File: src/rtl/gnso_pkg.sv
// Package: types and constants shared by the segment ordering block.
package gnso_pkg;
   localparam int MaxSegments = 64;
   localparam int CoordBits   = 24;
   localparam int IdxBits     = $clog2(MaxSegments);
   localparam int CntBits     = $clog2(MaxSegments + 1);
   localparam int DiffBits    = CoordBits + 1;
   localparam int SqBits      = 2 * CoordBits;
   localparam int DistBits    = SqBits + 1;

   typedef logic signed [CoordBits-1:0] coord_type;

   typedef struct packed {
      coord_type first_x;
      coord_type first_y;
      coord_type second_x;
      coord_type second_y;
      logic      usable;
      logic      layer_end;
   } req_type;

   typedef struct packed {
      logic [5:0] segment_index;
      coord_type  from_x;
      coord_type  from_y;
      coord_type  to_x;
      coord_type  to_y;
      logic       reversed;
      logic       jump;
      logic       run_last;
   } rsp_type;

   // Controller to datapath
   typedef struct packed {
      logic load;        // write req item into the store
      logic scan_start;  // clear best, begin a selection at entry 0
      logic scan_step;   // unused: never set by the controller nor read by the datapath
      logic emit;        // emit best, mark taken, move position
      logic clear_layer; // drop the layer's taken marks and count
   } gnso_cmd_type;

   // Datapath to controller
   typedef struct packed {
      logic scan_done;  // last endpoint evaluated
      logic found;      // an unused endpoint exists
      logic remaining;  // another unused segment remains after this emit
   } gnso_stat_type;
endpackage

File: src/rtl/gnso_control.sv
// Controller: load, scan, fetch and emit sequencing for one layer.
module gnso_control (
   input  logic                    clock,
   input  logic                    reset,
   input  logic                    start,
   input  logic                    layer_end,
   input  gnso_pkg::gnso_stat_type stat,
   output gnso_pkg::gnso_cmd_type  cmd,
   output logic                    busy,
   output logic                    rsp_valid
);
   import gnso_pkg::*;

   typedef enum logic [4:0] {
      ST_IDLE  = 5'b00001,
      ST_SCAN  = 5'b00010,
      ST_FETCH = 5'b00100,
      ST_EMIT  = 5'b01000,
      ST_DONE  = 5'b10000
   } state_type;

   state_type state_ff, state_in;
   logic      accept;

   assign accept = start && !busy;
   assign busy   = state_ff != ST_IDLE;

   always_comb begin
      state_in        = state_ff;
      cmd             = '0;
      rsp_valid       = 1'b0;
      cmd.load        = accept;
      unique case (state_ff)
         ST_IDLE: begin
            if (accept && layer_end) begin
               state_in = ST_SCAN;
               cmd.scan_start = 1'b1;
            end
         end
         ST_SCAN: begin
            if (stat.scan_done) state_in = stat.found ? ST_FETCH : ST_DONE;
         end
         // read the winning entry back
         ST_FETCH: state_in = ST_EMIT;
         ST_EMIT: begin
            cmd.emit  = 1'b1;
            rsp_valid = 1'b1;
            if (stat.remaining) begin
               state_in = ST_SCAN;
               cmd.scan_start = 1'b1;
            end else begin
               state_in = ST_DONE;
            end
         end
         ST_DONE: begin
            cmd.clear_layer = 1'b1;
            state_in = ST_IDLE;
         end
         default: state_in = ST_IDLE;
      endcase
   end

   always_ff @(posedge clock) begin
      if (reset) state_ff <= ST_IDLE;
      else       state_ff <= state_in;
   end
endmodule

File: config.mk
export PLATFORM = sky130hd
export DESIGN_NAME = gnso_control
export DESIGN_NICKNAME = d
export VERILOG_FILES = /design/src/rtl/gnso_pkg.sv /design/src/rtl/gnso_control.sv
export SDC_FILE = /design/constraint.sdc
export NUM_CORES = 1
export LEC_CHECK = 0
export BUFFER_PORTS_ARGS = -buffer_cell sky130_fd_sc_hd__buf_4
export CAP_MARGIN = 30
export CORE_AREA = 2 2 39 41
export DETAILED_ROUTE_END_ITERATION = 7
export DIE_AREA = 0 0 41 43
export PLACE_DENSITY = 0.55
export SETUP_SLACK_MARGIN = 0.3
export SKIP_CTS_REPAIR_TIMING = 1
export SYNTH_ARGS = -nofsm -noshare
export SYNTH_HDL_FRONTEND = slang
export SYNTH_SLANG_ARGS = --single-unit
File: constraint.sdc
create_clock -name clock -period 1.1 [get_ports clock]
set_input_delay 0.055 -clock clock [delete_from_list [all_inputs] [get_ports clock]]
set_output_delay 0.055 -clock clock [all_outputs]
set_load 0.01 [all_outputs]
==> impl_results.md <==
* Commonest cells after routing, fill and taps aside: buf_4 (13), dfxtp_4 (4), nand2_1 (3), clkbuf_4 (3), buf_6 (3)
* Die ar. at 0.00176 sq mm
* Failing checks: setup timing
* Pwr dens at 1340 mW/mm^2
* Sum of negative setup slack at -0.900 ns
* Layout cells sized above 1 at 60.7%
* Detailed Place HPWL at 618 microns
* Clock power frac at 27.2%
* Internal at 0.507 mW
* Sequential share of the synthesized area at 30.5%
* Vias in the first global route at between 200 and 300
* Worst-skew pair later-pin latency at 0.24 ns
* Most common cell after layout, fill and taps aside: buf_4
* Antenna diodes at 0
* Total routed wirelength at 985 microns
* Yosys top cell by area: dfxtp_1
* #FFs+latches synth at 5
* Sequential Power Share at roughly a third
* I/O pin count at 14
* Crit. End Element: primary output
* Wire per inst at 12.8 microns
* CTS Buffer Depth at 2
* Share of the synthesized area in the top cell type at 30.5%
* GP Congestion at 0.730
* Antenna viol nets, final at 0
* Critical Path RT at 1.04 ns
* Initial cell density of the core at 23.7%
* GRT Overall Usage at 11.1%
* Max-cap viol count at 0
* Syn_nets at 49
* Area delta synth->final at 74.8%
* Total gr overflow at 0
* Final min period at 1.26 ns
* R2R Setup Slk at -0.14 ns
* Clock net sink count at 5
* I/O Buffers at 12
* Clock Skews at 0.00732 ns
* Period utilisation layout at 114%
* Hold Crit Class: input pin to flip-flop
* VDD IR max at 0.000644 V
* Die Span X at roughly 41 microns
* Switching Share at 34.2%
* Pleak at 0.257 nW
* First drt pass iteration count at 4
* Clk root buf: clkbuf_4
* Fmax achieved at 794 MHz
* Die height at 43 microns
* Sw Pwr at between 0.2 and 0.3 mW
* Mapped Area at 328 sq um
* Reg2reg path depth at 5
* Via/cell ratio at around 5.0
* Warnings, synthesis at 0
* Hold Path Depth at 3
* Final hold vios at 0
* Nets at 69
* Status: complete, but fails checks
* Area contributors post-synth: dfxtp_1 (31%), buf_4 (6.9%), nor3_1 (6.1%)
* Worst hold slack at between 0.1 and 0.15 ns
* Yosys cell types at 25
* First-pass GRT wire length at 1.27 mm
* Row count at 14
* Largest net degree at the start of global routing at 10
* Startpoint types: flip-flop
* RSZ-0062 raised after global routing: true
* Gate power share at around two fifths
* # DRC at 0
* Clk slew on worst S/H paths at about 0.050 ns
* Arr. time, crit path at between 1 and 1.5 ns
* Syn Inst Count at 42
* Vias at 382
* Max reg flops at 5
* Worst setup margin at -0.159 ns
* CTS tree: built
* Core footprint at 0.00138 sq mm
* Htree depth at 1
* Antenna violations before repair at 0
* Count of pins over their slew limit at 0
* Critical path class: flip-flop to primary output
* Setup violators final at 10
* Synth Area per Inst at ~7.8 sq um
* DR iter-0 viols at 5
* Top Registers: state_ff (5)
* CP Max Fanout at 6
* Top reg by flops: state_ff
* CTS Buf Count at 3
power groups by stage:
stage / Sequential (mW) / Clock [mW] / Combinational (mW)
after floorplan: 0.238 / 0 / 0.178
after detailed placement: 0.245 / 0 / 0.246
after CTS: 0.242 / 0.223 / 0.247
after global placement: 0.246 / 0 / 0.247
after global routing: 0.256 / 0.235 / 0.338
final: 0.249 / 0.209 / 0.312
path summary, 6_finish.rpt:
| path | from | endpoint |
|---|---|---|
| max | state_ff[0] | cmd[3] |
| min | reset | state_ff[1] |
| max reg2reg | state_ff[3] | state_ff[2] |
| min reg2reg | state_ff[4] | state_ff[0] |
stage by stage:
stage               utilization (%)  setup slack [ns]  power, mW  cell area, sq um  cells
floorplan                         -             0.118      0.417               374     42
global placement               33.4           -0.0109      0.493               462     67
detailed placement             33.4           0.00380      0.491               462     67
CTS                            35.4            -0.254      0.711               489     71
global route                   41.4            -0.251      0.829               573     77
finish                         41.4            -0.159      0.769               573     77
cells in the mapped netlist:
library cell and instances:
a211o_1 1, o21ai_1 1, o21ai_0 2, and2_1 1, o211a_1 1, nor2_1 2
a32oi_1 1, nor3b_1 2, o311ai_1 1, nand2_1 4, inv_1 2, nand3_1 1
nor3_1 4, nor2b_2 1, nor3_2 1, a21oi_1 1, conb_1 1, and3_1 1
nor2b_1 2, dfxtp_1 5, a31o_1 1, and3_2 1, nand4_1 1, nand4b_1 1
buf_4 3
cells by family (layout without fill, tap and decap cells):
logic type             Yosys count  in the layout  share of synthesized area [%]
AND/OR/NAND/NOR                 22             22                           39.3
AO/OA/AOI/OAI                    9              9                           19.8
flip-flops                       5              5                           30.5
buffers and inverters            5             24                           9.16
other                            1              1                           1.14
metal layers:
metal | routed length, microns | GRT usage, % | vias to the layer above
li1 | - | - | 192
met1 | 381 | 14.6 | 177
met2 | 548 | 13.8 | 11
met3 | 51 | 6.28 | 2
met4 | 4 | 6.00 | 0
met5 | 0 | 0 | -
cell type report:
type | count | area [sq um]
fill | 149 | 811
inverter | 2 | 7.51
tap | 16 | 20.0
timing repair buffer | 18 | 151
sequential | 5 | 116
clock inverter | 1 | 5.00
multi-input combinational | 32 | 250
clock buffer | 3 | 22.5
critical path: stages (launching register included):
cell     delay, ns
dfxtp_4       0.36
nor3_4        0.24
nand3_1       0.16
o21ai_2       0.08
buf_4         0.13
Power figures use the tool's default switching activity.
